<file path="src/sv/lspg_pkg.sv">
// Shared types, constants and the bar palette for the LED strip pattern generator.
`default_nettype none
package lspg_pkg;

  localparam int LED_COUNT_DEFAULT = 61;
  localparam int QUEUE_DEPTH       = 2;
  localparam int CFG_INDEX_W       = 3;
  localparam int CFG_DATA_W        = 16;
  localparam int LIMIT_W           = 16;
  localparam int BYTE_W            = 8;
  localparam int PALETTE_SIZE      = 7;
  localparam int PAL_W             = 3;

  // register indexes on the config port
  typedef enum logic [CFG_INDEX_W-1:0] {
    REG_GREEN_LIMIT  = 3'd0,
    REG_YELLOW_LIMIT = 3'd1,
    REG_ORANGE_LIMIT = 3'd2,
    REG_RED_LIMIT    = 3'd3,
    REG_OFFSET_STEP  = 3'd4
  } cfg_reg_t;

  typedef enum logic {
    MODE_GRADIENT = 1'b0,
    MODE_BAR      = 1'b1
  } mode_t;

  // frame descriptor: start offset (gradient) or clamped bar length (bar)
  typedef struct packed {
    mode_t             mode;
    logic [BYTE_W-1:0] value;
  } desc_t;

  // palette color in wire order {first, second, third}
  function automatic logic [3*BYTE_W-1:0] palette_color(input logic [PAL_W-1:0] sel);
    logic [3*BYTE_W-1:0] c;
    case (sel)
      3'd0:    c = 24'h00FF00;
      3'd1:    c = 24'h45FF00;
      3'd2:    c = 24'hFFFF00;
      3'd3:    c = 24'hFF0000;
      3'd4:    c = 24'hBF00FF;
      3'd5:    c = 24'h0000FF;
      3'd6:    c = 24'h2B8AE2;
      default: c = 24'h000000;
    endcase
    return c;
  endfunction

endpackage
`default_nettype wire

</file>
<file path="src/sv/lspg_front.sv">
// Front end: config registers, command accept and classification into a frame descriptor.
`default_nettype none
module lspg_front #(
  parameter int LED_COUNT = lspg_pkg::LED_COUNT_DEFAULT
) (
  input  wire logic                             clk,
  input  wire logic                             rst,
  input  wire logic                             cfg_we,
  input  wire logic [lspg_pkg::CFG_INDEX_W-1:0] cfg_index,
  input  wire logic [lspg_pkg::CFG_DATA_W-1:0]  cfg_data,
  input  wire logic                             start,
  input  wire logic                             command,
  input  wire logic [lspg_pkg::LIMIT_W-1:0]     distance,
  input  wire logic                             full,
  output logic                                  busy,
  output logic                                  push,
  output lspg_pkg::desc_t                       desc
);

  logic [lspg_pkg::LIMIT_W-1:0] green_limit;
  logic [lspg_pkg::LIMIT_W-1:0] yellow_limit;
  logic [lspg_pkg::LIMIT_W-1:0] orange_limit;
  logic [lspg_pkg::LIMIT_W-1:0] red_limit;
  logic [lspg_pkg::BYTE_W-1:0]  offset_step;
  logic [lspg_pkg::BYTE_W-1:0]  step2;
  logic [lspg_pkg::BYTE_W-1:0]  step3;
  logic [lspg_pkg::BYTE_W-1:0]  offset;
  logic [lspg_pkg::BYTE_W-1:0]  bar_len;

  always_ff @(posedge clk) begin
    if (rst) begin
      green_limit  <= 16'd200;
      yellow_limit <= 16'd150;
      orange_limit <= 16'd100;
      red_limit    <= 16'd50;
      offset_step  <= 8'd60;
    end else if (cfg_we) begin
      case (cfg_index)
        lspg_pkg::REG_GREEN_LIMIT:  green_limit  <= cfg_data;
        lspg_pkg::REG_YELLOW_LIMIT: yellow_limit <= cfg_data;
        lspg_pkg::REG_ORANGE_LIMIT: orange_limit <= cfg_data;
        lspg_pkg::REG_RED_LIMIT:    red_limit    <= cfg_data;
        lspg_pkg::REG_OFFSET_STEP:  offset_step  <= cfg_data[lspg_pkg::BYTE_W-1:0];
        default: ;
      endcase
    end
  end

  // offsets only matter mod 256, so 8-bit wraparound is exact
  assign step2 = {offset_step[lspg_pkg::BYTE_W-2:0], 1'b0};
  assign step3 = step2 + offset_step;

  always_comb begin
    if (distance > green_limit)       offset = '0;
    else if (distance > yellow_limit) offset = offset_step;
    else if (distance > orange_limit) offset = step2;
    else if (distance > red_limit)    offset = step3;
    else                              offset = '0;
  end

  assign bar_len = (distance > lspg_pkg::LIMIT_W'(LED_COUNT)) ?
                   lspg_pkg::BYTE_W'(LED_COUNT) : distance[lspg_pkg::BYTE_W-1:0];

  assign busy = full;
  assign push = start && !full;

  always_comb begin
    desc.mode  = lspg_pkg::mode_t'(command);
    desc.value = command ? bar_len : offset;
  end

endmodule
`default_nettype wire

</file>
<file path="src/sv/lspg_queue.sv">
// Small descriptor queue between the front end and the pixel engine.
`default_nettype none
module lspg_queue (
  input  wire logic            clk,
  input  wire logic            rst,
  input  wire logic            push,
  input  lspg_pkg::desc_t      push_desc,
  input  wire logic            pop,
  output lspg_pkg::desc_t      head,
  output logic                 empty,
  output logic                 full
);

  localparam int DEPTH = lspg_pkg::QUEUE_DEPTH;
  localparam int PTR_W = (DEPTH > 1) ? $clog2(DEPTH) : 1;
  localparam int CNT_W = $clog2(DEPTH + 1);

  lspg_pkg::desc_t  mem [DEPTH];
  logic [PTR_W-1:0] wr_ptr;
  logic [PTR_W-1:0] rd_ptr;
  logic [CNT_W-1:0] count;
  logic             do_push;
  logic             do_pop;

  assign empty   = (count == '0);
  assign full    = (count == CNT_W'(DEPTH));
  assign do_push = push && !full;
  assign do_pop  = pop && !empty;
  assign head    = mem[rd_ptr];

  always_ff @(posedge clk) begin
    if (do_push) begin
      mem[wr_ptr] <= push_desc;
    end
  end

  always_ff @(posedge clk) begin
    if (rst) begin
      wr_ptr <= '0;
      rd_ptr <= '0;
      count  <= '0;
    end else begin
      if (do_push) begin
        wr_ptr <= (wr_ptr == PTR_W'(DEPTH - 1)) ? '0 : wr_ptr + 1'b1;
      end
      if (do_pop) begin
        rd_ptr <= (rd_ptr == PTR_W'(DEPTH - 1)) ? '0 : rd_ptr + 1'b1;
      end
      case ({do_push, do_pop})
        2'b10:   count <= count + 1'b1;
        2'b01:   count <= count - 1'b1;
        default: count <= count;
      endcase
    end
  end

  assert property (@(posedge clk) disable iff (rst) full |-> !empty)
    else $error("queue full and empty at once");
  assert property (@(posedge clk) disable iff (rst)
    (do_push && !do_pop) |=> (count == $past(count) + 1'b1))
    else $error("queue count missed a push");

endmodule
`default_nettype wire

</file>
<file path="src/sv/lspg_back.sv">
// Pixel engine: walks one frame per descriptor and registers one pixel word per cycle.
`default_nettype none
module lspg_back #(
  parameter int LED_COUNT = lspg_pkg::LED_COUNT_DEFAULT
) (
  input  wire logic                          clk,
  input  wire logic                          rst,
  input  lspg_pkg::desc_t                    head,
  input  wire logic                          empty,
  output logic                               pop,
  output logic                               pixel_valid,
  output logic [lspg_pkg::BYTE_W-1:0]        first_byte,
  output logic [lspg_pkg::BYTE_W-1:0]        second_byte,
  output logic [lspg_pkg::BYTE_W-1:0]        third_byte,
  output logic                               last_pixel
);

  localparam int IDX_W = $clog2(LED_COUNT);

  logic                        active;
  logic [IDX_W-1:0]            idx;
  logic [lspg_pkg::PAL_W-1:0]  pal;
  lspg_pkg::desc_t             cur;
  logic                        at_last;
  logic [lspg_pkg::BYTE_W-1:0] idx_byte;
  logic [lspg_pkg::BYTE_W-1:0] grad_v;
  logic [3*lspg_pkg::BYTE_W-1:0] color;

  assign at_last  = (idx == IDX_W'(LED_COUNT - 1));
  assign pop      = !empty && (!active || at_last);
  assign idx_byte = lspg_pkg::BYTE_W'(idx);
  assign grad_v   = cur.value + idx_byte;

  always_comb begin
    if (cur.mode == lspg_pkg::MODE_GRADIENT) begin
      color = {~grad_v, grad_v, 8'h00};
    end else if (idx_byte < cur.value) begin
      color = lspg_pkg::palette_color(pal);
    end else begin
      color = '0;
    end
  end

  always_ff @(posedge clk) begin
    if (rst) begin
      active      <= 1'b0;
      idx         <= '0;
      pal         <= '0;
      pixel_valid <= 1'b0;
      last_pixel  <= 1'b0;
    end else begin
      pixel_valid <= active;
      last_pixel  <= active && at_last;
      if (pop) begin
        active <= 1'b1;
        idx    <= '0;
        pal    <= '0;
      end else if (active && at_last) begin
        active <= 1'b0;
      end else if (active) begin
        idx <= idx + 1'b1;
        pal <= (pal == lspg_pkg::PAL_W'(lspg_pkg::PALETTE_SIZE - 1)) ? '0 : pal + 1'b1;
      end
    end
  end

  // descriptor and pixel payload need no reset
  always_ff @(posedge clk) begin
    if (pop) begin
      cur <= head;
    end
    first_byte  <= color[3*lspg_pkg::BYTE_W-1:2*lspg_pkg::BYTE_W];
    second_byte <= color[2*lspg_pkg::BYTE_W-1:lspg_pkg::BYTE_W];
    third_byte  <= color[lspg_pkg::BYTE_W-1:0];
  end

  assert property (@(posedge clk) disable iff (rst) last_pixel |-> pixel_valid)
    else $error("last_pixel without a pixel word");
  assert property (@(posedge clk) disable iff (rst)
    (active && !at_last) |=> (active && idx == $past(idx) + 1'b1))
    else $error("frame walk broke off early");
  assert property (@(posedge clk) disable iff (rst)
    (active && at_last && !empty) |=> (active && idx == '0))
    else $error("queued frame did not follow back to back");

endmodule
`default_nettype wire

</file>
<file path="src/sv/led_strip_pattern_generator.sv">
// Top level of the LED strip pattern generator: front end, descriptor queue, pixel engine.
`default_nettype none
// Usage:
//   Command channel: a word (command, distance) is taken at a clock edge where
//   start is high and busy is low. command 0 asks for a gradient frame whose
//   start offset comes from the distance band; command 1 asks for a palette
//   bar of distance pixels, clamped to the strip length.
//   Result channel: each command yields LED_COUNT pixel words, one per cycle,
//   on first_byte/second_byte/third_byte with pixel_valid high for one cycle;
//   last_pixel marks the final word of a frame. The receiver cannot stall;
//   every word is taken in the cycle it is shown.
//   Config port: cfg_we writes cfg_data to register cfg_index at the clock
//   edge (0 green, 1 yellow, 2 orange, 3 red limit, 4 offset step); other
//   indexes are dropped. Write only while no frame is pending.
//   When the engine is idle, a command goes into the descriptor queue, is
//   popped into the pixel engine, and its first pixel word is registered.
//   The pixel engine emits one pixel per cycle; queued frames follow with no gap.
//   busy rises only when the descriptor queue is full.
//   Reset: clears the queue and engine, and loads the register defaults.
module led_strip_pattern_generator #(
  parameter int LED_COUNT = lspg_pkg::LED_COUNT_DEFAULT
) (
  input  wire logic                             clk,
  input  wire logic                             rst,
  input  wire logic                             cfg_we,
  input  wire logic [lspg_pkg::CFG_INDEX_W-1:0] cfg_index,
  input  wire logic [lspg_pkg::CFG_DATA_W-1:0]  cfg_data,
  input  wire logic                             start,
  output logic                                  busy,
  input  wire logic                             command,
  input  wire logic [lspg_pkg::LIMIT_W-1:0]     distance,
  output logic                                  pixel_valid,
  output logic [lspg_pkg::BYTE_W-1:0]           first_byte,
  output logic [lspg_pkg::BYTE_W-1:0]           second_byte,
  output logic [lspg_pkg::BYTE_W-1:0]           third_byte,
  output logic                                  last_pixel
);

  lspg_pkg::desc_t push_desc;
  lspg_pkg::desc_t head;
  logic            push;
  logic            pop;
  logic            empty;
  logic            full;

  // accept and classify: band offset or clamped bar length
  lspg_front #(.LED_COUNT(LED_COUNT)) u_front (
    .clk       (clk),
    .rst       (rst),
    .cfg_we    (cfg_we),
    .cfg_index (cfg_index),
    .cfg_data  (cfg_data),
    .start     (start),
    .command   (command),
    .distance  (distance),
    .full      (full),
    .busy      (busy),
    .push      (push),
    .desc      (push_desc)
  );

  // decouples command accept from the frame walk
  lspg_queue u_queue (
    .clk       (clk),
    .rst       (rst),
    .push      (push),
    .push_desc (push_desc),
    .pop       (pop),
    .head      (head),
    .empty     (empty),
    .full      (full)
  );

  // one pixel word per cycle, registered outputs
  lspg_back #(.LED_COUNT(LED_COUNT)) u_back (
    .clk         (clk),
    .rst         (rst),
    .head        (head),
    .empty       (empty),
    .pop         (pop),
    .pixel_valid (pixel_valid),
    .first_byte  (first_byte),
    .second_byte (second_byte),
    .third_byte  (third_byte),
    .last_pixel  (last_pixel)
  );

endmodule
`default_nettype wire
</file>
<file path="config.mk">
export PLATFORM = sky130hd
export DESIGN_NAME = led_strip_pattern_generator
export DESIGN_NICKNAME = d
export VERILOG_FILES = /design/src/sv/lspg_pkg.sv /design/src/sv/lspg_front.sv /design/src/sv/lspg_queue.sv /design/src/sv/lspg_back.sv /design/src/sv/led_strip_pattern_generator.sv
export SDC_FILE = /design/constraint.sdc
export NUM_CORES = 1
export LEC_CHECK = 0
export ABC_AREA = 1
export BUFFER_PORTS_ARGS = -buffer_cell sky130_fd_sc_hd__buf_4
export CELL_PAD_IN_SITES_DETAIL_PLACEMENT = 1
export CELL_PAD_IN_SITES_GLOBAL_PLACEMENT = 1
export CORE_MARGIN = 5
export CORE_UTILIZATION = 47
export CTS_CLUSTER_DIAMETER = 200
export DETAILED_ROUTE_END_ITERATION = 12
export HOLD_SLACK_MARGIN = 0.06
export PLACE_DENSITY = 0.81
export SYNTH_ARGS = -nofsm -noshare
export SYNTH_HDL_FRONTEND = slang
export SYNTH_SLANG_ARGS = --single-unit
</file>
<file path="constraint.sdc">
create_clock -name clk -period 5.6 [get_ports clk]
set_input_delay 0 -clock clk [delete_from_list [all_inputs] [get_ports clk]]
set_output_delay 0 -clock clk [all_outputs]
set_load 0.02 [all_outputs]
</file>
==> flow_metrics.py <==
metrics = {
    "run_status": {
        "outcome": "finished, final reports clean",
    },
    "sta": {
        "tightestPinTransition_ns": 0.817,
        "whs_ns": 0.0715,
        "rsz0062_at_grt": "no",
        "hold_viol_final": 0,
        "post-route-min-period_ns": 2.22,
        "tns_ns": 0,
        "finClkSkew_ns": 0.00636,
        "fmax_mhz": 450,
        "setup_viol": 0,
        "slew_violations": 0,
        "slew_headroom_pct": 45.5,
        "finalCritPeriodShare_pct": 39.6,
        "postLayoutSetupSlackWorst_ns": 3.38,
    },
    "floorplanning": {
        "ios": 67,
        "core_area_um2": 15300,
        "dieArea_um2": 18300,
        "die_height_um": 135,
        "rows": 45,
        "die_w_um": 135,
        "initial_utilization_pct": 48.1,
    },
    "clock_network": {
        "postCtsSetupBuffers": 0,
        "cts_root_buffer": "clkbuf_16",
        "clock_sinks": 133,
        "htree_levels": 4,
        "cts_buffers": 17,
        "clk_pin_slew_ns": 0.06,
        "clock_latency_ns": 0.43,
        "cts_buffer_depth": 2,
        "cts_tree": "built",
    },
    "layout": {
        "diodes": 0,
        "regArea_um2": 2930,
        "fin_util_pct": 58.1,
        "nNetsFinal": 1162,
        "syn2layout_area_growth_pct": 20.7,
        "fill_cells": 1910,
        "multiInputGateArea_um2": 3750,
        "drive_gt1_share_pct": 11.7,
    },
    "power_and_ir_drop": {
        "power.leakage_nw": 4.10,
        "ir_worst_vdd_v": 0.000218,
        "totalPowerFinal_mw": 3.21,
        "p_per_area_nw_per_um2": 361,
    },
    "synthesis": {
        "ys_ff_latch": 133,
        "synthesis.nets": 1068,
        "ys.flop_type": "dfxtp_1",
        "synthArstFlopShare_pct": 0,
        "synth_top_cell_by_area": "dfxtp_1",
        "synth_edf_count": 27,
        "ys_seq_area_share_pct": 39.8,
        "syn_inst": 940,
        "synth_top_cell_area_share_pct": 28.8,
        "syn_area_um2": 7370,
        "ys_top_cells_by_count": "185 x nand2_1, 134 x inv_1, 106 x dfxtp_1",
        "synthTopCellsByArea": "dfxtp_1 29%, ha_1 15%, edfxtp_1 11%",
        "yosysMostFrequentCell": "nand2_1",
        "syn_area_per_cell_um2": 7.84,
        "synth_warnings": 0,
        "synth.distinct_cells": 41,
    },
    "placed_design": {
        "io_buffers": 66,
        "routabilityCongestion": 0.816,
        "dp_slack_ns": 3.46,
        "dp_hpwl_mm": 14.5,
    },
    "grt": {
        "grt_max_degree": 70,
        "grt_overflow": 0,
        "grt_pass1_wl_mm": 34.6,
        "gr-usage-all-layers_pct": 23.9,
        "grt_pass1_vias": 6974,
        "antenna_found_initial": 0,
    },
    "min_path": {
        "hold_class": "primary input to register",
        "holdPathStages": 3,
    },
    "critical_path": {
        "start_kind": "primary input",
        "cp.required_ns": 5.98,
        "reg2regPathDepth": 12,
        "crit_fanout": 10,
        "cp.arrival_ns": 2.60,
        "path_class": "primary input to register",
        "end_kind": "register",
    },
    "drt": {
        "routed_wl_mm": 20.6,
        "wire_per_inst_um": 16.4,
        "vias": 6540,
        "initialDrtViolationCount": 255,
        "postRouteAntennaNets": 0,
        "drt-pass1-iter-count": 5,
        "viasPerCell": 5.20,
        "drcViolationCount": 0,
    },
    "run": {
        "max_cap_viol_count": 0,
    },
}
==> through the flow <==
| stage | std cells | cell area (um2) |
|---|---|---|
| finish | 1258 | 8900 |
| global route | 1258 | 8900 |
| CTS | 1258 | 8900 |
| detailed placement | 1192 | 8000 |
| global placement | 1192 | 8000 |
| floorplan | 940 | 7370 |
==> cell families after synthesis <==
family                     share of synthesized area [%]
xor gates and xnor gates                            1.19
DFF                                                 39.8
AOI/OAI and AO/OA                                   16.2
buffers and inverters                               9.24
adders and majority gates                           15.1
and+or+nand+nor                                     18.4
==> placed cells by master (no fill, tap or decap), drive strengths merged, types with 12 or more instances in the layout <==
master         n
nor2          77
buf           67
ha            86
clkinv        12
inv          142
nand2        189
nand3         33
a21oi         97
clkbuf        17
o211ai        12
o21ai         96
dlygate4sd3   34
edfxtp        27
dfxtp        106
==> registers in the layout, summed over array words and instances (netlist names), 3 cells and up <==
signal                flops
u_back.cur                9
u_back.first_byte         8
u_back.idx                6
u_back.pal                3
u_back.second_byte        8
u_front.green_limit      16
u_front.offset_step       8
u_front.orange_limit     16
u_front.red_limit        16
u_front.yellow_limit     16
u_queue.mem              18
==> timing repair <==
item	in CTS	in global routing
endpoints found under the hold margin	98	0
gates resized for setup	0	0
hold buffers	34	0
==> power breakdown <==
| part | switching (mW) | internal [mW] |
|---|---|---|
| Combinational | 0.575 | 0.326 |
| Clock | 0.444 | 0.611 |
| Sequential | 0.0992 | 1.16 |
| Total | 1.12 | 2.10 |
==> worst max-delay path: stages <==
cell and delay (ns):
dlygate4sd3_1 0.55, buf_4 0.15, nor2_2 0.13, inv_1 0.10
nor3_4 0.36, nand2_1 0.09, dlygate4sd3_1 0.57, o211ai_1 0.08
dlygate4sd3_1 0.56
==> final cells by class <==
class	count	share of cell area, %
sequential	133	33.0
multi-input combinational	638	42.2
clock inverter	15	1.50
inverter	143	6.09
clock buffer	17	4.78
tap	211	2.97
timing repair buffer	101	9.48
==> final timing paths <==
kind / from / endpoint / slack (ns)
worst min register to register: u_queue.count[1] / u_queue.count[1] / 0.45
worst min-delay path: distance[4] / u_queue.mem[0][4] / 0.07
worst max-delay path: cfg_index[2] / u_front.yellow_limit[2] / 3.38
worst max register to register: u_back.idx[0] / u_queue.count[1] / 3.40
==> metal layers <==
metal	part of all wire [%]	track usage, %	wire, um	vias to the layer above
li1	-	-	-	3287
met1	44	29.0	9030	3106
met2	50	42.5	10300	115
met3	4.4	4.16	903	32
met4	1.9	8.45	402	0
met5	0	0	0	-
Power figures use the tool's default switching activity.
